[config.mk]
export PLATFORM = sky130hd
export DESIGN_NAME = vrap_prescale
export DESIGN_NICKNAME = d
export VERILOG_FILES = /design/src/sv/vector_rotate_about_point_core_macros.svh /design/src/sv/vrap_pkg.sv /design/src/sv/vrap_prescale.sv
export SDC_FILE = /design/constraint.sdc
export NUM_CORES = 2
export LEC_CHECK = 0
export ABC_AREA = 0
export BUFFER_PORTS_ARGS = -buffer_cell sky130_fd_sc_hd__buf_2
export CORE_ASPECT_RATIO = 0.6
export CORE_MARGIN = 4
export CORE_UTILIZATION = 38
export CTS_BUF_LIST = sky130_fd_sc_hd__clkbuf_8
export CTS_CLUSTER_SIZE = 8
export DETAILED_ROUTE_END_ITERATION = 12
export PLACE_DENSITY = 0.63
export SETUP_SLACK_MARGIN = 0.15
export SYNTH_ARGS = -nofsm -noshare
export SYNTH_HDL_FRONTEND = slang
export SYNTH_SLANG_ARGS = --single-unit
[constraint.sdc]
create_clock -name clk_i -period 7.6 [get_ports clk_i]
set_clock_uncertainty 0.1 [all_clocks]
set_input_delay 0.38 -clock clk_i [delete_from_list [all_inputs] [get_ports clk_i]]
set_output_delay 0.38 -clock clk_i [all_outputs]
set_load 0.05 [all_outputs]
[src/sv/vector_rotate_about_point_core_macros.svh]
// Assertion macros for the rotate-about-point RTL.
// Each macro expects clk_i and rst_ni in the scope where it is used.
`ifndef VECTOR_ROTATE_ABOUT_POINT_CORE_MACROS_SVH
`define VECTOR_ROTATE_ABOUT_POINT_CORE_MACROS_SVH

// The condition must hold at every clock edge outside reset.
`define VRAP_ASSERT_ALWAYS(lbl, cond, msg) \
  lbl: assert property (@(posedge clk_i) disable iff (!rst_ni) (cond)) else $error(msg);

// The consequent must hold in the same cycle as the antecedent.
`define VRAP_ASSERT_SAME(lbl, ante, cons, msg) \
  lbl: assert property (@(posedge clk_i) disable iff (!rst_ni) (ante) |-> (cons)) \
    else $error(msg);

// The consequent must hold in the cycle after the antecedent.
`define VRAP_ASSERT_NEXT(lbl, ante, cons, msg) \
  lbl: assert property (@(posedge clk_i) disable iff (!rst_ni) (ante) |=> (cons)) \
    else $error(msg);

`endif

[src/sv/vrap_pkg.sv]
// Shared constants, types and the arctangent table of the rotate-about-point core.
// No dependencies; every module file imports this package.
package vrap_pkg;

  localparam int CORDIC_STAGES = 16;
  localparam int ANGLE_BITS    = 16;
  localparam int NUM_STAGES    = (CORDIC_STAGES > 32) ? 32 : CORDIC_STAGES;

  localparam int ANGLE_SHIFT_RAW = 32 - ANGLE_BITS;
  localparam int ANGLE_SHIFT     = (ANGLE_SHIFT_RAW < 0) ? 0 :
                                   ((ANGLE_SHIFT_RAW > 31) ? 31 : ANGLE_SHIFT_RAW);
  localparam logic [31:0] ANGLE_MASK = ~((32'd1 << ANGLE_SHIFT) - 32'd1);
  localparam logic [31:0] QUARTER_TURN = 32'h4000_0000;
  localparam logic [31:0] HALF_TURN    = 32'h8000_0000;

  localparam int COORD_W = 32;
  localparam int TURN_W  = 16;
  localparam int MAG_W   = COORD_W + 1;
  localparam int PROD_W  = MAG_W + 32;
  localparam int PRE_W   = PROD_W - 16;
  localparam int XY_W    = 52;
  localparam int Z_W     = 34;
  localparam int RND_W   = XY_W - 16;
  localparam int SUM_W   = RND_W + 1;
  localparam int IN_W    = 4 * COORD_W + TURN_W;
  localparam int OUT_W   = 2 * COORD_W;

  localparam logic [31:0] INV_GAIN = 32'h9B74_EDA8;
  localparam logic [15:0] ROUND_HALF = 16'h8000;

  typedef logic signed [COORD_W-1:0] coord_t;
  typedef logic signed [XY_W-1:0]    xy_t;
  typedef logic signed [Z_W-1:0]     angle_t;

  typedef struct packed {
    xy_t    x;
    xy_t    y;
    angle_t z;
    coord_t pivot_x;
    coord_t pivot_y;
  } item_t;

  function automatic logic [31:0] atan_turn(input logic [4:0] idx);
    logic [31:0] val;
    case (idx)
      5'd0:  val = 32'h20000000;
      5'd1:  val = 32'h12E4051E;
      5'd2:  val = 32'h09FB385B;
      5'd3:  val = 32'h051111D4;
      5'd4:  val = 32'h028B0D43;
      5'd5:  val = 32'h0145D7E1;
      5'd6:  val = 32'h00A2F61E;
      5'd7:  val = 32'h00517C55;
      5'd8:  val = 32'h0028BE53;
      5'd9:  val = 32'h00145F2F;
      5'd10: val = 32'h000A2F98;
      5'd11: val = 32'h000517CC;
      5'd12: val = 32'h00028BE6;
      5'd13: val = 32'h000145F3;
      5'd14: val = 32'h0000A2FA;
      5'd15: val = 32'h0000517D;
      5'd16: val = 32'h000028BE;
      5'd17: val = 32'h0000145F;
      5'd18: val = 32'h00000A30;
      5'd19: val = 32'h00000518;
      5'd20: val = 32'h0000028C;
      5'd21: val = 32'h00000146;
      5'd22: val = 32'h000000A3;
      5'd23: val = 32'h00000051;
      5'd24: val = 32'h00000029;
      5'd25: val = 32'h00000014;
      5'd26: val = 32'h0000000A;
      5'd27: val = 32'h00000005;
      5'd28: val = 32'h00000003;
      5'd29: val = 32'h00000001;
      5'd30: val = 32'h00000001;
      default: val = 32'h00000000;
    endcase
    return val;
  endfunction

endpackage

[src/sv/vrap_prescale.sv]
// Front end: offset from the pivot, half-turn angle reduction and gain prescale.
// Three register stages; depends on vrap_pkg.
module vrap_prescale import vrap_pkg::*; (
  input  logic                clk_i,
  input  logic                rst_ni,
  input  logic                en_i,
  input  logic                valid_i,
  input  coord_t              point_x_i,
  input  coord_t              point_y_i,
  input  coord_t              pivot_x_i,
  input  coord_t              pivot_y_i,
  input  logic [TURN_W-1:0]   turn_angle_i,
  output logic                valid_o,
  output item_t               item_o
);

  typedef struct packed {
    logic             neg_x;
    logic             neg_y;
    logic [MAG_W-1:0] mag_x;
    logic [MAG_W-1:0] mag_y;
    angle_t           z;
    coord_t           pivot_x;
    coord_t           pivot_y;
  } mag_t;

  typedef struct packed {
    logic              neg_x;
    logic              neg_y;
    logic [PROD_W-1:0] prod_x;
    logic [PROD_W-1:0] prod_y;
    angle_t            z;
    coord_t            pivot_x;
    coord_t            pivot_y;
  } prod_t;

  logic [2:0]         valid_q;
  mag_t               mag_d, mag_q;
  prod_t              prod_d, prod_q;
  item_t              item_d, item_q;
  logic [MAG_W-1:0]   diff_x, diff_y;
  logic [31:0]        angle_full, angle_red, angle_probe;
  logic               flip;
  logic [PROD_W-1:0]  rnd_x, rnd_y;
  logic [PRE_W-1:0]   pre_x, pre_y;
  xy_t                ext_x, ext_y;

  always_comb begin
    diff_x = {point_x_i[COORD_W-1], point_x_i} - {pivot_x_i[COORD_W-1], pivot_x_i};
    diff_y = {point_y_i[COORD_W-1], point_y_i} - {pivot_y_i[COORD_W-1], pivot_y_i};
    angle_full  = {turn_angle_i, {(32 - TURN_W){1'b0}}} & ANGLE_MASK;
    angle_probe = angle_full + QUARTER_TURN;
    flip        = angle_probe[31];
    angle_red   = flip ? (angle_full ^ HALF_TURN) : angle_full;

    mag_d.neg_x   = diff_x[MAG_W-1] ^ flip;
    mag_d.neg_y   = diff_y[MAG_W-1] ^ flip;
    mag_d.mag_x   = diff_x[MAG_W-1] ? (~diff_x + MAG_W'(1)) : diff_x;
    mag_d.mag_y   = diff_y[MAG_W-1] ? (~diff_y + MAG_W'(1)) : diff_y;
    mag_d.z       = {{(Z_W - 32){angle_red[31]}}, angle_red};
    mag_d.pivot_x = pivot_x_i;
    mag_d.pivot_y = pivot_y_i;
  end

  always_comb begin
    prod_d.neg_x   = mag_q.neg_x;
    prod_d.neg_y   = mag_q.neg_y;
    prod_d.prod_x  = PROD_W'(mag_q.mag_x) * PROD_W'(INV_GAIN);
    prod_d.prod_y  = PROD_W'(mag_q.mag_y) * PROD_W'(INV_GAIN);
    prod_d.z       = mag_q.z;
    prod_d.pivot_x = mag_q.pivot_x;
    prod_d.pivot_y = mag_q.pivot_y;
  end

  always_comb begin
    rnd_x = prod_q.prod_x + PROD_W'(ROUND_HALF);
    rnd_y = prod_q.prod_y + PROD_W'(ROUND_HALF);
    pre_x = rnd_x[PROD_W-1:16];
    pre_y = rnd_y[PROD_W-1:16];
    ext_x = signed'({{(XY_W - PRE_W){1'b0}}, pre_x});
    ext_y = signed'({{(XY_W - PRE_W){1'b0}}, pre_y});
    item_d.x       = prod_q.neg_x ? -ext_x : ext_x;
    item_d.y       = prod_q.neg_y ? -ext_y : ext_y;
    item_d.z       = prod_q.z;
    item_d.pivot_x = prod_q.pivot_x;
    item_d.pivot_y = prod_q.pivot_y;
  end

  always_ff @(posedge clk_i or negedge rst_ni) begin
    if (!rst_ni) begin
      valid_q <= '0;
    end else if (en_i) begin
      valid_q <= {valid_q[1:0], valid_i};
    end
  end

  always_ff @(posedge clk_i) begin
    if (en_i) begin
      mag_q  <= mag_d;
      prod_q <= prod_d;
      item_q <= item_d;
    end
  end

  assign valid_o = valid_q[2];
  assign item_o  = item_q;

endmodule

After elaboration in Yosys (flattened, before gate mapping)
Cells that the tools add are included.
{ "totals": {"register_bits": 589, "elab_cells": 45} }
{ "op_classes": {"addsub": 9, "n_mul": 2, "n_bitwise": 5, "n_mux": 5} }
{ "ops": {"columns": ["cell", "count"], "rows": [
  ["$add 65x16->65 const B", 2],
  ["$mul 33x29->62 const B", 2],
  ["$neg 49->52", 2],
  ["$mux 49", 2],
  ["$mux 32", 3],
  ["$add 33x1->33 const B", 2],
  ["$not 33->33", 2],
  ["$sub 32x32->33", 2],
  ["$add 32x31->32 const B", 1],
  ["$xor 1x1->1", 2],
  ["$not 1->1", 1]
]} }

Depth between registers and ports, before layout
{ "logic_depth": {"ltp_word": 4, "depth_mapped": 26} }

Worst setup path after synthesis
OpenSTA, ideal clock, no wires.
{ "synth_path": {"kind": "register -> register", "from": "register mag_q[109] (netlist name)", "to": "register prod_q[157] (netlist name), data pin", "required_time_ns": 7.235, "setup_time_ns": 0.265, "period_less_slack_ns": 7.473, "path_slack_ns": 0.127, "t_arrival_ns": 7.107, "stages_incl_launch_ff": 23, "path_cell_list": "edfxtp_1 inv_1 fa_1 fa_1 inv_1 fa_1 fa_1 fa_1 fa_1 fa_1 inv_1 fa_1 inv_1 ha_1 a21o_1 a211o_1 o311ai_0 nand3_1 o31ai_1 a21oi_1 a41oi_1 nor4b_1 or3_1"} }
{ "synth_lines": {"columns": ["item", "line", "source"], "rows": [
  ["start: declaration", "vrap_prescale.sv:38", "mag_t mag_d, mag_q;"],
  ["start signal: assignment", "vrap_prescale.sv:99", "mag_q <= mag_d;"],
  ["end signal: assignment", "vrap_prescale.sv:100", "prod_q <= prod_d;"],
  ["end: declaration", "vrap_prescale.sv:39", "prod_t prod_d, prod_q;"]
]} }

==> run_results.csv <==
group,metric,value,unit
global_route,grt_antenna_before_repair,9,
drt,drt_iter0_markers,4020,
synthesis,ys_warn_count,0,
hold_path,hp-class,"in2reg",
sta,final_max_slew_viol_count,0,
synthesis,ys_types,98,
synthesis,synth-seq-cells,517,
synthesis,yosysTopAreaCellShare,29.6,%
die,rows,116,
global_route,grt_overflow,0,
sta,report.final.setup_viol,0,
sta,period_share,98.0,%
synthesis,async_reset_ff_share,0.580,%
cells_and_area,flow.area_growth_from_synthesis,16.5,%
clock_tree,cts.path.max_buffers,3,
clock_tree,clk_latency,0.79,ns
synthesis,synth_top_flop_cell,"edfxtp_1",
clock_tree,h-tree-depth,3,
cells_and_area,finish.utilization,44.7,%
synthesis,ys_seq_area_share,24.2,%
cells_and_area,fin_area,0.0748,sq mm
clock_tree,cts_root_buf,"clkbuf_8",
sta,max_freq,0.134,GHz
sta,hold_viol_final,0,
die,die_area,0.176,sq mm
synthesis,postSynthCellCount,6034,
drt,vias,45700,
sta,fin_crit,7.45,ns
synthesis,syn_avg_cell_area,10.6,sq um
global_route,grt_max_degree,171,
drt,drc,0,
place,io_buffers,334,
sta,relSlewSlack,19.1,%
cells_and_area,seq_area,0.0155,sq mm
die,core,0.167,sq mm
drt,postRouteWirelength,190000,um
critical_path,required,8.04,ns
synthesis,synth_area_leaders,"fa_1 (30%), edfxtp_1 (24%), ha_1 (15%)",
global_route,grt_pass1_wl,289000,um
sta,tightest_slew,1.21,ns
critical_path,cp-end-kind,"register",
cells_and_area,nets,8732,
die,fp.dieH,326,um
global_route,grt_pass1_vias,46300,
synthesis,mappedNetlistArea,0.0642,sq mm
die,initial_core_util,38.4,%
critical_path,cp_data_arrival_time,7.89,ns
die,pin_count,351,
cells_and_area,fillers,15800,
synthesis,yosys.area.top_type,"fa_1",
clock_tree,clkTransAtPathRegs,0.06,ns
critical_path,start_kind,"register",
drt,ant_nets,0,
place,place.gp.congestion,0.978,
sta,finalSetupTns,0,ns
clock_tree,cts_tree,"yes",
drt,firstDrtPassIters,5,
die,dieWidth,539,um
cells_and_area,final_layout_size_suffix_gt1_share,16.1,%
clock_tree,clock-sinks,517,
status,outcome,"complete, no violations",
place,dpl_cell_area,0.0707,sq mm
synthesis,synth.most_common_cell,"inv_1",
drt,vias_per_cell,4.99,
synthesis,synth_edf_count,514,
run,maxCapViolCount,0,
global_route,grt_usage,21.5,%
sta,grt_setup_unrepaired,"yes",
critical_path,path_class,"reg2reg",
clock_tree,cts_inserted_buffers,86,
place,dp_hpwl,165000,um
critical_path,cp_max_fo,3,
drt,wl_per_cell,20.7,um
synthesis,ys_top_cells_by_count,"inv_1 (1,613), fa_1 (948), ha_1 (790), edfxtp_1 (514), xnor2_1 (239)",
cells_and_area,multi_input_comb_area,0.0431,sq mm
-- cells in the final DEF, fill, tap and decap left out, drive strengths merged, types with 35 or more instances in the layout --
cell / instances
o21ai: 155
nor3: 84
a31oi: 46
nor2: 178
nand4: 79
nand3: 96
ha: 790
xnor2: 239
nand2: 208
dlygate4sd3: 85
edfxtp: 514
fa: 948
xor2: 148
a21oi: 205
and3: 35
a21o: 79
clkbuf: 86
inv: 1627
buf: 725
-- kinds of logic after synthesis --
| logic type | share of synthesized area, % |
|---|---|
| buffers and inverters | 10.2 |
| muxes | 0.378 |
| DFF | 24.2 |
| and+or+nand+nor | 7.52 |
| other | 0.00584 |
| AOI/OAI and AO/OA | 7.44 |
| adders and majority gates | 45.0 |
| xor gates and xnor gates | 5.29 |
-- per-stage QoR --
step | cells | worst slack (ns) | hold slack [ns]
2_1_floorplan | 6049 | 0.180 | -0.0156
3_3_place_gp | 8845 | -0.190 | 0.0766
3_5_place_dp | 8845 | -0.189 | 0.0798
4_1_cts | 9082 | 0.0990 | 0.00702
5_1_grt | 9139 | -0.0561 | 0.0990
6_report | 9143 | 0.150 | 0.142
-- layout make-up --
type | count | share of cell area (%)
diodes | 5 | 0.0167
clock buffers | 86 | 1.58
clock inverters | 52 | 0.492
inverters | 1614 | 8.15
multi-input cells | 3817 | 57.7
flip-flops and latches | 517 | 20.7
well taps | 2242 | 3.75
repair buffers | 810 | 7.58
-- sequential cells by signal (all words and copies together) (netlist names) --
signal and flops:
mag_q 148, prod_q 102, item_d 80, item_o 184, valid_q 3
-- path summary, 6_finish.rpt --
path	from	end	slack (ns)	cells past startpoint
max	mag_q[109]	prod_q[157]	0.15	26
max reg2reg	mag_q[109]	prod_q[157]	0.15	26
min	point_x_i[1]	mag_q[132]	0.14	4
max in group asynchronous	rst_ni	valid_q[1]	6.87	3
min in group asynchronous	rst_ni	valid_q[0]	0.38	3
min reg2reg	item_d[36]	item_o[36]	0.31	0
-- repair_timing --
item,4_1_cts,5_1_grt
pin swaps,10,91
setup endpoints to repair,31,46
buffers inserted,14,56
gates resized for setup,47,233
endpoints found under the hold margin,151,0
hold buffers,85,0
-- critical path: stages, from the launching register on --
cell and delay [ns]:
edfxtp_1 0.43, inv_2 0.08, buf_4 0.10, fa_1 0.42
fa_1 0.49, inv_1 0.05, fa_1 0.56, fa_1 0.43
fa_1 0.51, fa_1 0.46, fa_1 0.51, inv_1 0.05
fa_1 0.57, inv_1 0.10, ha_4 0.22, a21o_1 0.17
a211o_1 0.27, o22a_1 0.24, o311ai_2 0.10, buf_4 0.19
nand3_2 0.08, o31ai_2 0.24, buf_4 0.17, a21oi_4 0.06
a41oi_2 0.16, nor4b_1 0.07, or3_1 0.36
-- metal layers --
metal | track usage [%] | part of all wire, %
met5 | 0 | 0.028
met4 | 2.66 | 1.1
met3 | 8.17 | 12
met2 | 26.0 | 35
met1 | 35.6 | 52
Power is left out: the tool's default activity adds up to more than one toggle a clock period on the data nets, which glitch-free logic cannot reach.
