File: config.mk
export PLATFORM = sky130hd
export DESIGN_NAME = vrap_finish
export DESIGN_NICKNAME = d
export VERILOG_FILES = /design/src/sv/vrap_pkg.sv /design/src/sv/vrap_finish.sv
export VERILOG_INCLUDE_DIRS = /design/src /design/src/sv
export SDC_FILE = /design/constraint.sdc
export NUM_CORES = 1
export LEC_CHECK = 0
export CORE_MARGIN = 2
export CORE_UTILIZATION = 35
export CTS_CLUSTER_SIZE = 24
export DETAILED_ROUTE_END_ITERATION = 16
export DONT_BUFFER_PORTS = 1
export PLACE_DENSITY = 0.62
export SLEW_MARGIN = 10
export SYNTH_ARGS = -nofsm -noshare
export SYNTH_HDL_FRONTEND = slang
export SYNTH_SLANG_ARGS = --single-unit
File: constraint.sdc
create_clock -name clk_i -period 6.9 [get_ports clk_i]
set_input_delay 0 -clock clk_i [delete_from_list [all_inputs] [get_ports clk_i]]
set_output_delay 0 -clock clk_i [all_outputs]
set_load 0.1 [all_outputs]
File: src/sv/vector_rotate_about_point_core_macros.svh
// Assertion macros for the rotate-about-point RTL.
// Each macro expects clk_i and rst_ni in the scope where it is used.
`ifndef VECTOR_ROTATE_ABOUT_POINT_CORE_MACROS_SVH
`define VECTOR_ROTATE_ABOUT_POINT_CORE_MACROS_SVH

// The condition must hold at every clock edge outside reset.
`define VRAP_ASSERT_ALWAYS(lbl, cond, msg) \
  lbl: assert property (@(posedge clk_i) disable iff (!rst_ni) (cond)) else $error(msg);

// The consequent must hold in the same cycle as the antecedent.
`define VRAP_ASSERT_SAME(lbl, ante, cons, msg) \
  lbl: assert property (@(posedge clk_i) disable iff (!rst_ni) (ante) |-> (cons)) \
    else $error(msg);

// The consequent must hold in the cycle after the antecedent.
`define VRAP_ASSERT_NEXT(lbl, ante, cons, msg) \
  lbl: assert property (@(posedge clk_i) disable iff (!rst_ni) (ante) |=> (cons)) \
    else $error(msg);

`endif

File: src/sv/vrap_pkg.sv
// Shared constants, types and the arctangent table of the rotate-about-point core.
// No dependencies; every module file imports this package.
package vrap_pkg;

  localparam int CORDIC_STAGES = 16;
  localparam int ANGLE_BITS    = 16;
  localparam int NUM_STAGES    = (CORDIC_STAGES > 32) ? 32 : CORDIC_STAGES;

  localparam int ANGLE_SHIFT_RAW = 32 - ANGLE_BITS;
  localparam int ANGLE_SHIFT     = (ANGLE_SHIFT_RAW < 0) ? 0 :
                                   ((ANGLE_SHIFT_RAW > 31) ? 31 : ANGLE_SHIFT_RAW);
  localparam logic [31:0] ANGLE_MASK = ~((32'd1 << ANGLE_SHIFT) - 32'd1);
  localparam logic [31:0] QUARTER_TURN = 32'h4000_0000;
  localparam logic [31:0] HALF_TURN    = 32'h8000_0000;

  localparam int COORD_W = 32;
  localparam int TURN_W  = 16;
  localparam int MAG_W   = COORD_W + 1;
  localparam int PROD_W  = MAG_W + 32;
  localparam int PRE_W   = PROD_W - 16;
  localparam int XY_W    = 52;
  localparam int Z_W     = 34;
  localparam int RND_W   = XY_W - 16;
  localparam int SUM_W   = RND_W + 1;
  localparam int IN_W    = 4 * COORD_W + TURN_W;
  localparam int OUT_W   = 2 * COORD_W;

  localparam logic [31:0] INV_GAIN = 32'h9B74_EDA8;
  localparam logic [15:0] ROUND_HALF = 16'h8000;

  typedef logic signed [COORD_W-1:0] coord_t;
  typedef logic signed [XY_W-1:0]    xy_t;
  typedef logic signed [Z_W-1:0]     angle_t;

  typedef struct packed {
    xy_t    x;
    xy_t    y;
    angle_t z;
    coord_t pivot_x;
    coord_t pivot_y;
  } item_t;

  function automatic logic [31:0] atan_turn(input logic [4:0] idx);
    logic [31:0] val;
    case (idx)
      5'd0:  val = 32'h20000000;
      5'd1:  val = 32'h12E4051E;
      5'd2:  val = 32'h09FB385B;
      5'd3:  val = 32'h051111D4;
      5'd4:  val = 32'h028B0D43;
      5'd5:  val = 32'h0145D7E1;
      5'd6:  val = 32'h00A2F61E;
      5'd7:  val = 32'h00517C55;
      5'd8:  val = 32'h0028BE53;
      5'd9:  val = 32'h00145F2F;
      5'd10: val = 32'h000A2F98;
      5'd11: val = 32'h000517CC;
      5'd12: val = 32'h00028BE6;
      5'd13: val = 32'h000145F3;
      5'd14: val = 32'h0000A2FA;
      5'd15: val = 32'h0000517D;
      5'd16: val = 32'h000028BE;
      5'd17: val = 32'h0000145F;
      5'd18: val = 32'h00000A30;
      5'd19: val = 32'h00000518;
      5'd20: val = 32'h0000028C;
      5'd21: val = 32'h00000146;
      5'd22: val = 32'h000000A3;
      5'd23: val = 32'h00000051;
      5'd24: val = 32'h00000029;
      5'd25: val = 32'h00000014;
      5'd26: val = 32'h0000000A;
      5'd27: val = 32'h00000005;
      5'd28: val = 32'h00000003;
      5'd29: val = 32'h00000001;
      5'd30: val = 32'h00000001;
      default: val = 32'h00000000;
    endcase
    return val;
  endfunction

endpackage

File: src/sv/vrap_finish.sv
// Back end: rounding to Q16.16, pivot add with saturation, two-entry output buffer.
// Depends on vrap_pkg and the assertion macros header.
`include "vector_rotate_about_point_core_macros.svh"
module vrap_finish import vrap_pkg::*; (
  input  logic             clk_i,
  input  logic             rst_ni,
  input  logic             valid_i,
  input  item_t            item_i,
  output logic             room_o,
  output logic             m_valid_o,
  input  logic             m_ready_i,
  output logic [OUT_W-1:0] m_data_o
);

  logic                    valid_q;
  logic signed [RND_W-1:0] rnd_x_d, rnd_y_d, rnd_x_q, rnd_y_q;
  coord_t                  piv_x_q, piv_y_q;
  xy_t                     add_x, add_y;
  logic signed [SUM_W-1:0] sum_x, sum_y;
  coord_t                  sat_x, sat_y;
  logic [OUT_W-1:0]        buf_q [2];
  logic                    wr_ptr_q, rd_ptr_q;
  logic [1:0]              count_q, count_d;
  logic                    push, pop;

  assign room_o = (count_q != 2'd2);

  always_comb begin
    add_x   = item_i.x + XY_W'(ROUND_HALF);
    add_y   = item_i.y + XY_W'(ROUND_HALF);
    rnd_x_d = add_x[XY_W-1:16];
    rnd_y_d = add_y[XY_W-1:16];
  end

  always_comb begin
    sum_x = {rnd_x_q[RND_W-1], rnd_x_q}
          + {{(SUM_W - COORD_W){piv_x_q[COORD_W-1]}}, piv_x_q};
    sum_y = {rnd_y_q[RND_W-1], rnd_y_q}
          + {{(SUM_W - COORD_W){piv_y_q[COORD_W-1]}}, piv_y_q};
    if (sum_x[SUM_W-1:COORD_W-1] == '0 || sum_x[SUM_W-1:COORD_W-1] == '1) begin
      sat_x = sum_x[COORD_W-1:0];
    end else begin
      sat_x = sum_x[SUM_W-1] ? {1'b1, {(COORD_W - 1){1'b0}}} : {1'b0, {(COORD_W - 1){1'b1}}};
    end
    if (sum_y[SUM_W-1:COORD_W-1] == '0 || sum_y[SUM_W-1:COORD_W-1] == '1) begin
      sat_y = sum_y[COORD_W-1:0];
    end else begin
      sat_y = sum_y[SUM_W-1] ? {1'b1, {(COORD_W - 1){1'b0}}} : {1'b0, {(COORD_W - 1){1'b1}}};
    end
  end

  assign push = room_o & valid_q;
  assign pop  = m_valid_o & m_ready_i;

  always_comb begin
    case ({push, pop})
      2'b10:   count_d = count_q + 2'd1;
      2'b01:   count_d = count_q - 2'd1;
      default: count_d = count_q;
    endcase
  end

  always_ff @(posedge clk_i or negedge rst_ni) begin
    if (!rst_ni) begin
      valid_q  <= 1'b0;
      count_q  <= 2'd0;
      wr_ptr_q <= 1'b0;
      rd_ptr_q <= 1'b0;
    end else begin
      if (room_o) begin
        valid_q <= valid_i;
      end
      count_q <= count_d;
      if (push) begin
        wr_ptr_q <= ~wr_ptr_q;
      end
      if (pop) begin
        rd_ptr_q <= ~rd_ptr_q;
      end
    end
  end

  always_ff @(posedge clk_i) begin
    if (room_o) begin
      rnd_x_q <= rnd_x_d;
      rnd_y_q <= rnd_y_d;
      piv_x_q <= item_i.pivot_x;
      piv_y_q <= item_i.pivot_y;
    end
    if (push) begin
      buf_q[wr_ptr_q] <= {sat_y, sat_x};
    end
  end

  assign m_valid_o = (count_q != 2'd0);
  assign m_data_o  = buf_q[rd_ptr_q];

  `VRAP_ASSERT_ALWAYS(a_count_range, count_q != 2'd3, "output buffer count out of range")
  `VRAP_ASSERT_SAME(a_no_push_full, push, count_q != 2'd2, "beat written into a full buffer")
  `VRAP_ASSERT_NEXT(a_pop_drains, pop && !push, count_q == $past(count_q) - 2'd1,
                    "buffer count did not drop after a read")

endmodule
======== Word level (Yosys, flattened, before mapping) ========
Memories as Yosys holds them, arrays and structs flattened.
Index checks and enable logic that the tools add are counted.
storage, ports and cells
  register bits after elaboration ......... 141
  bits in writable memories ............... 128
  output and inout bits ................... 66
  word-level logic and storage cells ...... 37
  memories ................................ 1
cells by class
  add/subtract/negate cells ............... 6
  eq/ne operators ......................... 5
  muxes and demuxes ....................... 7
  bitwise gates (word level) .............. 4
  reduce and logical (&&, ||, !) cells .... 6
memory list
  memory  words  bits a word  read ports  clocked after memory_dff  wr ports  RTL line           source
  buf_q   2      64           1           0                         1         vrap_finish.sv:21  logic [OUT_W-1:0] buf_q [2];
operator list
  kind                      count
  $mux W32                  4
  $add A52 B16 Y52 const B  2
  $add A36 B32 Y37          2
  $eq A6 B6 Y1 const B      2
  $logic_not A6 Y1          2
  $pmux W2 S2               1
  $reduce_bool A2 Y1        2
  $add A2 B1 Y2 const B     1
  $and A1 B1 Y1             2
  $eq A2 B1 Y1 const B      1
  $eq A2 B2 Y1 const B      1
  $logic_or A1 B1 Y1        2
  $mux W1                   2
  $ne A2 B2 Y1 const B      1
  $not A1 Y1                2
  $sub A2 B1 Y2 const B     1

======== Logic depth before layout (Yosys ltp) ========
Gate-level depths: netlist of run 1.
  depth after elaboration ................. 4
  mapped depth ............................ 14
  gate-level depth less buffers ........... 13

======== Worst setup path before layout of run 1 ========
Ideal clock, no wire load.
  path type ............................... register to register
  start point ............................. reg count_q[0]
  end point ............................... mem buf_q[0][0] in the netlist's numbering (enable)
  arrival ................................. 8008 ps
  required time ........................... 6414 ps
  setup slack ............................. -1594 ps
  stages on the path, launching flop included .. 4
  buffers on the path ..................... 0
  clock period less this slack ............ 8494 ps
  cell sequence ........................... dfrtp_1 -> nand2b_1 -> nand2_1 -> nor2_1
on the way
  word-level cells in the longest chain between the ends .. 4
RTL lines
  what                           RTL line           source
  start, declared                vrap_finish.sv:23  logic [1:0] count_q, count_d;
  start signal, assigned         vrap_finish.sv:73  count_q <= count_d;
  $ne A2 B2 Y1                   vrap_finish.sv:26  assign room_o = (count_q != 2'd2);
  named net room_o               vrap_finish.sv:9   output logic room_o,
  $and A1 B1 Y1                  vrap_finish.sv:52  assign push = room_o & valid_q;
  $mux W1                        vrap_finish.sv:90  if (push) begin
  $mux W1 (not written as such)  vrap_finish.sv:91  buf_q[wr_ptr_q] <= {sat_y, sat_x};
  end, declared                  vrap_finish.sv:21
The timed path passes the listed nets, and every way through them passes these cells.

======== Worst setup path in the final report of run 1 ========
  start point ............................. reg rnd_y_q[0]
  end point ............................... mem buf_q[0][34] in the netlist's numbering (data pin)
on the way
  word-level cells in the longest chain between the ends .. 4
RTL lines
  what                                                     RTL line           source
  start, declared                                          vrap_finish.sv:16  logic signed [RND_W-1:0] rnd_x_d, rnd_y_d, rnd_x_q, rnd_y_q;
  start signal, assigned                                   vrap_finish.sv:86  rnd_y_q <= rnd_y_d;
  $add A36 B32 Y37 *                                       vrap_finish.sv:39  + {{(SUM_W - COORD_W){piv_y_q[COORD_W-1]}}, piv_y_q};
  $eq A6 B6 Y1 / $logic_not A6 Y1 (equally long branches)  vrap_finish.sv:45  if (sum_y[SUM_W-1:COORD_W-1] == '0 || sum_y[SUM_W-1:COORD_W-1] == '1) begin
  $logic_or A1 B1 Y1                                       vrap_finish.sv:45
  $mux W32 *                                               vrap_finish.sv:45
  named net sat_y[2]                                       vrap_finish.sv:20  coord_t sat_x, sat_y;
The timed path passes the listed nets; every way through them passes the cells marked *.

==> reports/metrics.cfg, run 1 <==
[detailed_routing]
drc_errors = 0
wire_per_inst_um = 17.5
via_per_inst = 5.19
drt_iter0_drc = 541
vias = 9881
antenna_left = 0
drt-total-wl_mm = 33.3
dr.pass1.iters = 6

[synthesis]
syn_nets = 1431
synthAdderAreaFrac_pct = 6.76
avgSynthCellArea_um2 = 12.6
synth_common_cells = edfxtp_1, xnor2_1, ha_1
synth_area_leaders = edfxtp_1, ha_1, xnor2_1
netlist_instances = 1148
synth_area_mm2 = 0.0145
ys_seq_area_share_pct = 55.6
synth-xor-area-share_pct = 8.53
async_flop_share_pct = 1.86
synth_cell_types = 66
synth.most_common_cell = edfxtp_1
yosys-mux-area-fraction_pct = 5.13
yosys.area_share.simple_pct = 9.20
yosysTopAreaCell = edfxtp_1
synth-seq-cells = 269
synth_compound_area_share_pct = 12.9
synth-edff-count = 264
yosys_warnings = 0
synth_top_cell_area_share_pct = 54.7
synth_top_family_by_area = compound AO/OA/AOI/OAI gates
synthFlopType = edfxtp_1

[worst_setup_path]
cp-start-kind = flop
end_kind = flop
crit_type = flop to flop
arrival_ns = 4.83
cp_max_fo = 17
crit_required_ns = 7.16

[final_layout]
synthToLayoutAreaGrowth_pct = 24.9
fillers = 3634
instances_no_fill = 1905
multi_input_area_mm2 = 0.00618
nets = 1632
n_antenna_cell = 0
regArea_mm2 = 0.00806
drive_above_1_share_pct = 12.7

[job]
maxCapViolCount = 0

[die]
row_count = 74
die_w_um = 207
dieArea_mm2 = 0.0430
die_height_um = 207
coreArea_mm2 = 0.0408
ioPinCount = 272
initial_core_util_pct = 35.5

[timing]
slew_headroom_pct = 30.4
period_share_pct = 66.3
worst_pin_slew_ns = 1.04
fin_worst_skew_ns = 0.00854
period_needed_ns = 4.57
timing.fmax_mhz = 219
finalHoldViolCount = 0
tns_ns = 0
rsz0062_at_grt = false
setup_viol = 0
fin_ws_ns = 2.33
slew_viol_final = 0

[clocking]
clk_latency_ns = 0.56
cts_tree = done
cts.path.max_buffers = 3
clk_pin_slew_ns = 0.06
ctsResizeCount = 0
cts_made_buffers = 30
postCtsSetupBuffers = 0
cts_root_buffer = clkbuf_16
htreeDepth = 1
cts.sinks = 269

[place]
gp_congestion = 0.893
dp_cells = 1649
hpwl_mm = 22.2
place_ws_ns = 2.41
numPortBuffers = 0

[global_routing]
antenna_found_initial = 0
grt_pass1_wl_mm = 52.5
grt_max_degree = 70
grt_pass1_vias = 10004
overflow = 0
track_usage_pct = 15.0

[outcome]
status = finished clean

[min_path]
min_path_type = input pin to flop

path summary, 6_finish.rpt:
check / startpoint / end / slack, ns / cells after the start
max: rnd_y_q[0] / buf_q[0][34] / 2.33 / 14
min reg2reg: count_q[0] / count_q[0] / 0.54 / 1
max reg2reg: rnd_y_q[0] / buf_q[0][34] / 2.33 / 14
max in group asynchronous: rst_ni / rd_ptr_q / 6.40 / 2
min: item_i[140] / rnd_y_q[32] / 0.04 / 3
min in group asynchronous: rst_ni / rd_ptr_q / 0.28 / 2
placed cells by master (no fill, tap or decap), types with 11 or more instances in the layout:
| master | n |
|---|---|
| clkbuf_16 | 31 |
| a21o_1 | 34 |
| xor2_1 | 57 |
| mux2_2 | 65 |
| nor2b_1 | 11 |
| o21ai_0 | 32 |
| ha_1 | 75 |
| o21ai_2 | 31 |
| xnor2_1 | 84 |
| nand2b_1 | 11 |
| dlygate4sd3_1 | 200 |
| nand2_1 | 62 |
| nand3_1 | 53 |
| edfxtp_1 | 264 |
| o21ai_1 | 34 |
| nand4_1 | 21 |
| nor2_1 | 41 |
| a21oi_1 | 67 |
| inv_1 | 22 |
| and3_1 | 17 |
stage by stage:
stage | util, % | area (um^2) | hold slack (ns)
after floorplan | - | 14500 | -0.296
after global placement | 36.8 | 15000 | -0.295
after detailed placement | 36.8 | 15000 | -0.295
after CTS | 44.3 | 18100 | 0.00270
after global routing | 44.3 | 18100 | 0.0308
final | 44.3 | 18100 | 0.0447
area by class of cell:
type / count / area share [%]
Tap cell: 532 / 3.68
Multi-Input combinational cell: 820 / 34.2
Sequential cell: 269 / 44.5
Timing Repair Buffer: 206 / 11.3
Clock inverter: 23 / 1.50
Inverter: 22 / 0.456
Clock buffer: 33 / 4.33
worst max-delay path, cell delays in order (launching register included):
cell       delay [ns]
edfxtp_1         0.33
ha_1             0.17
inv_1            0.06
fa_1             0.40
nand2b_1         0.18
a21oi_1          0.31
o211ai_1         0.29
a2111oi_2        0.72
o2111ai_1        0.20
a21boi_1         0.23
o21ai_0          0.13
o31ai_1          0.11
o31a_1           0.64
buf_4            0.34
o21ai_0          0.14
per-layer routing:
metal  wire length, um  up-vias  GRT usage [%]  part of all wire, %
met5                 0        -              0                    0
met4               856        0           4.73                  2.6
met3              2200       56           3.75                  6.6
met2             16100      268           25.4                   48
met1             14100     4781           18.7                   42
li1                  -     4776              -                    -
cell families after synthesis:
kind of cell,after synthesis
flops,269
buf+inv,59
mux,66
fa+ha+maj,77
compound gates,277
simple gates,259
xor+xnor,141
state kept, by name, summed over array words and instances (netlist names):
register and cells:
count_q 2, wr_ptr_q 1, valid_q 1, piv_y_q 32, buf_q 128, rnd_x_q 36, rd_ptr_q 1, rnd_y_q 36
piv_x_q 32
timing repair:
| item | CTS | global route |
|---|---|---|
| endpoints found under the setup margin | 0 | 0 |
| hold endpoints to repair | 145 | 0 |
| hold buffers | 200 | 0 |
Power of run 1 is left out: the tool's default activity adds up to more than one toggle a clock period on the data nets, which glitch-free logic cannot reach.
==> run 2: changes to the inputs <==
clock period = 4.1 ns   (was 6.9 ns; I/O delays follow)
==> run 2 against run 1 <==
Global-route usage is 0.39 points higher. Routed wire length up 1.0%. Utilization grew 0.20 points. Sequential share of layout area down 0.20 points. Count of clock-buffer cells in the layout increased by 9. Worst setup slack got worse by 2.0 ns. Non-clock buffer count fell by 1. First-iteration DRC count up 12%.
==> reports/metrics.cfg, run 2 (synthesis gave the netlist of run 1 again) <==
[outcome]
status = finished clean

[final_layout]
largest_registers = buf_q x128, rnd_x_q x36, rnd_y_q x36
finalInstanceArea_mm2 = 0.0182
drive_above_1_share_pct = 12.9
final_common_cell = edfxtp_1
regMostFlops = buf_q
fillers = 3664
mostFrequentLayoutCells = edfxtp_1, dlygate4sd3_1, xnor2_1, ha_1, a21oi_1
nets = 1635
regArea_mm2 = 0.00806
n_antenna_cell = 0
synthToLayoutAreaGrowth_pct = 25.5
multi_input_area_mm2 = 0.00619
largest_reg_flops = 128

[clocking]
cts_tree = done
cts.path.max_buffers = 3
clk_latency_ns = 0.53
clk_pin_slew_ns = 0.05
cts.sinks = 269
htreeDepth = 2
cts_root_buffer = clkbuf_16
cts_made_buffers = 34

[min_path]
min_path_type = input pin to flop

[timing]
fin_worst_skew_ns = 0.0169
period_needed_ns = 3.81
slew_headroom_pct = 30.8
setup_viol = 0
tns_ns = 0
timing.fmax_mhz = 263
fin_ws_ns = 0.294
worst_pin_slew_ns = 1.04
finalHoldViolCount = 0
hold_ws_ns = 0.0325
slew_viol_final = 0
period_share_pct = 92.8
rsz0062_at_grt = false

[job]
maxCapViolCount = 0

[detailed_routing]
antenna_left = 0
drc_errors = 0
drt-total-wl_mm = 33.6
wire_per_inst_um = 17.6
vias = 9951
dr.pass1.iters = 4
drt_iter0_drc = 608
via_per_inst = 5.22

[worst_setup_path]
crit_required_ns = 4.35
arrival_ns = 4.05
cp_max_fo = 31
crit_type = flop to flop
end_kind = flop
cp-start-kind = flop

[die]
initial_core_util_pct = 35.5
die_w_um = 207
coreArea_mm2 = 0.0408
die_height_um = 207
dieArea_mm2 = 0.0430
row_count = 74
ioPinCount = 272

[place]
hpwl_mm = 22.4
placed_area_mm2 = 0.0151
numPortBuffers = 0
gp_congestion = 0.880
place_ws_ns = 0.306

[global_routing]
antenna_found_initial = 0
grt_max_degree = 69
grt_pass1_wl_mm = 52.8
overflow = 0
track_usage_pct = 15.3
grt_pass1_vias = 9976

-- run 2: changes by cell type in the layout (fill, tap and decap cells not counted), moves of 2 or more --
| cell | change |
|---|---|
| clkbuf_1 | +3 |
| dlygate4sd3_1 | -5 |
| buf_12 | +3 |
| bufinv_16 | -3 |
| clkinv_1 | +4 |
| clkinvlp_4 | -2 |
| clkinv_2 | -6 |
| clkinv_4 | +2 |
| clkbuf_16 | +6 |
-- run 2: final timing paths --
path	startpoint	to	slack, ns	cells after the start
worst max-delay path	rnd_x_q[0]	buf_q[1][4]	0.29	14
worst min-delay path	item_i[188]	rnd_x_q[28]	0.03	4
worst max register to register	rnd_x_q[0]	buf_q[1][4]	0.29	14
worst min register to register	count_q[0]	count_q[0]	0.53	1
max in group asynchronous	rst_ni	rd_ptr_q	3.56	2
min in group asynchronous	rst_ni	count_q[1]	0.32	2
-- run 2: layout make-up --
type	instances	share of cell area (%)
flip-flops and latches	269	44.3
multi-input cells	820	34.1
repair buffers	205	11.4
clock buffers	42	5.20
well taps	532	3.66
clock inverters	18	0.930
inverters	22	0.454
-- run 2: stage by stage --
| step | utilization [%] | instances |
|---|---|---|
| global placement | 37.0 | 1653 |
| floorplan | - | 1148 |
| global route | 44.5 | 1908 |
| finish | 44.5 | 1908 |
| detailed placement | 37.0 | 1653 |
| CTS | 44.5 | 1908 |
-- run 2: worst max-delay path, cell delays in order, from the launching register on --
cell	delay (ns)
edfxtp_1	0.34
ha_1	0.21
inv_1	0.07
fa_1	0.38
nand2b_1	0.19
a21o_1	0.21
a21oi_1	0.44
o211ai_2	0.19
nand3_2	0.15
and4_4	0.25
nor3_4	0.04
xnor2_1	0.20
a41oi_4	0.19
buf_4	0.48
o21ai_2	0.14
-- run 2: layer usage --
metal  track usage (%)  wire length (um)
met5                 0                 0
met4              7.36              1360
met3              3.83              2070
met2              24.8             15900
met1              19.3             14300
-- run 2: timing repair --
item | in CTS | in global routing
gates resized for setup | 0 | 1
buffers inserted | 0 | 0
setup endpoints to repair | 0 | 58
hold buffers | 195 | 0
endpoints found under the hold margin | 145 | 0
Power of run 2 is left out for the same reason.
==> run 3: changes to the inputs <==
REMOVE_ABC_BUFFERS = 1   (was unset)
==> run 3 against run 2 <==
Sequential share of layout area grew 0.18 points. Cell count is the same. Sequential cell count is the same.
==> reports/metrics.cfg, run 3 (synthesis gave the netlist of run 1 again) <==
[detailed_routing]
vias = 9873
antenna_left = 0
dr.pass1.iters = 6
drt_iter0_drc = 584
drc_errors = 0
wire_per_inst_um = 17.4
drt-total-wl_mm = 33.3
via_per_inst = 5.17

[global_routing]
overflow = 0
track_usage_pct = 15.1
grt_max_degree = 139
antenna_found_initial = 0
grt_pass1_wl_mm = 53.1
grt_pass1_vias = 10235

[final_layout]
nets = 1634
drive_above_1_share_pct = 12.4
regMostFlops = buf_q
n_antenna_cell = 0
mostFrequentLayoutCells = edfxtp_1, dlygate4sd3_1, xnor2_1, ha_1, a21oi_1
final_common_cell = edfxtp_1
synthToLayoutAreaGrowth_pct = 25.0
largest_reg_flops = 128
largest_registers = buf_q x128, rnd_x_q x36, rnd_y_q x36

[clocking]
cts.sinks = 269
cts_tree = done
cts_made_buffers = 31
clk_latency_ns = 0.58
htreeDepth = 1
postCtsSetupBuffers = 0
cts.path.max_buffers = 3
cts_root_buffer = clkbuf_16
clk_pin_slew_ns = 0.06

[timing]
slew_headroom_pct = 33.5
setup_viol = 0
finalHoldViolCount = 0
period_share_pct = 94.8
hold_ws_ns = 0.0159
slew_viol_final = 0
period_needed_ns = 3.89
timing.fmax_mhz = 257
fin_ws_ns = 0.212
worst_pin_slew_ns = 0.997
fin_worst_skew_ns = 0.0237

[die]
ioPinCount = 272
coreArea_mm2 = 0.0408
die_height_um = 207
dieArea_mm2 = 0.0430
initial_core_util_pct = 35.5
die_w_um = 207
row_count = 74

[worst_setup_path]
crit_required_ns = 4.42
arrival_ns = 4.21
cp-start-kind = flop
cp_max_fo = 28
crit_type = flop to flop
end_kind = flop

[place]
hpwl_mm = 21.9
gp_congestion = 0.906
numPortBuffers = 0
place_ws_ns = 0.198

[min_path]
min_path_type = input pin to flop

[job]
maxCapViolCount = 0

[outcome]
status = finished clean

[run 3: final cells by class]
type	instances	area, um^2
repair buffers	207	2110
inverters	22	82.6
flip-flops and latches	269	8060
multi-input cells	820	6200
clock buffers	43	831
clock inverters	15	151
well taps	532	666
fillers	3670	22700
[run 3: final timing paths]
kind | from | slack, ns | to | cells after the start
max | rnd_x_q[0] | 0.21 | buf_q[1][0] | 14
min | item_i[114] | 0.02 | rnd_y_q[8] | 3
max reg2reg | rnd_x_q[0] | 0.21 | buf_q[1][0] | 14
min reg2reg | valid_q | 0.54 | valid_q | 1
max in group asynchronous | rst_ni | 3.61 | rd_ptr_q | 2
min in group asynchronous | rst_ni | 0.25 | valid_q | 2
[run 3: layer usage]
metal / GRT usage (%) / up-vias / wire [um]
li1: - / 4783 / -
met2: 25.6 / 254 / 16100
met3: 4.28 / 53 / 2500
met4: 4.41 / 0 / 714
met1: 18.9 / 4783 / 14000
met5: 0 / - / 0
[run 3: timing repair]
action | CTS | global route
hold buffers | 198 | 0
resized for setup | 0 | 1
endpoints found under the setup margin | 0 | 62
hold endpoints to repair | 145 | 0
[run 3: stage by stage]
step / util [%] / area [um^2] / TNS, ns / instances
CTS: 44.3 / 18100 / 0 / 1908
detailed placement: 37.0 / 15100 / 0 / 1652
global placement: 37.0 / 15100 / 0 / 1652
floorplan: - / 14300 / -593.00 / 1111
finish: 44.3 / 18100 / 0 / 1908
global route: 44.3 / 18100 / -0.00466 / 1908
[run 3: critical path: stages, from the launching register on]
cell and delay (ns):
edfxtp_1 0.34, ha_1 0.21, inv_1 0.07, fa_1 0.39
nand2b_1 0.18, a21o_1 0.20, a21oi_1 0.45, o211ai_2 0.19
nand3_2 0.15, nand2_1 0.06, and3b_1 0.18, xnor2_1 0.21
o41ai_4 0.58, buf_12 0.28, o21ai_1 0.11
Power of run 3 is left out for the same reason.
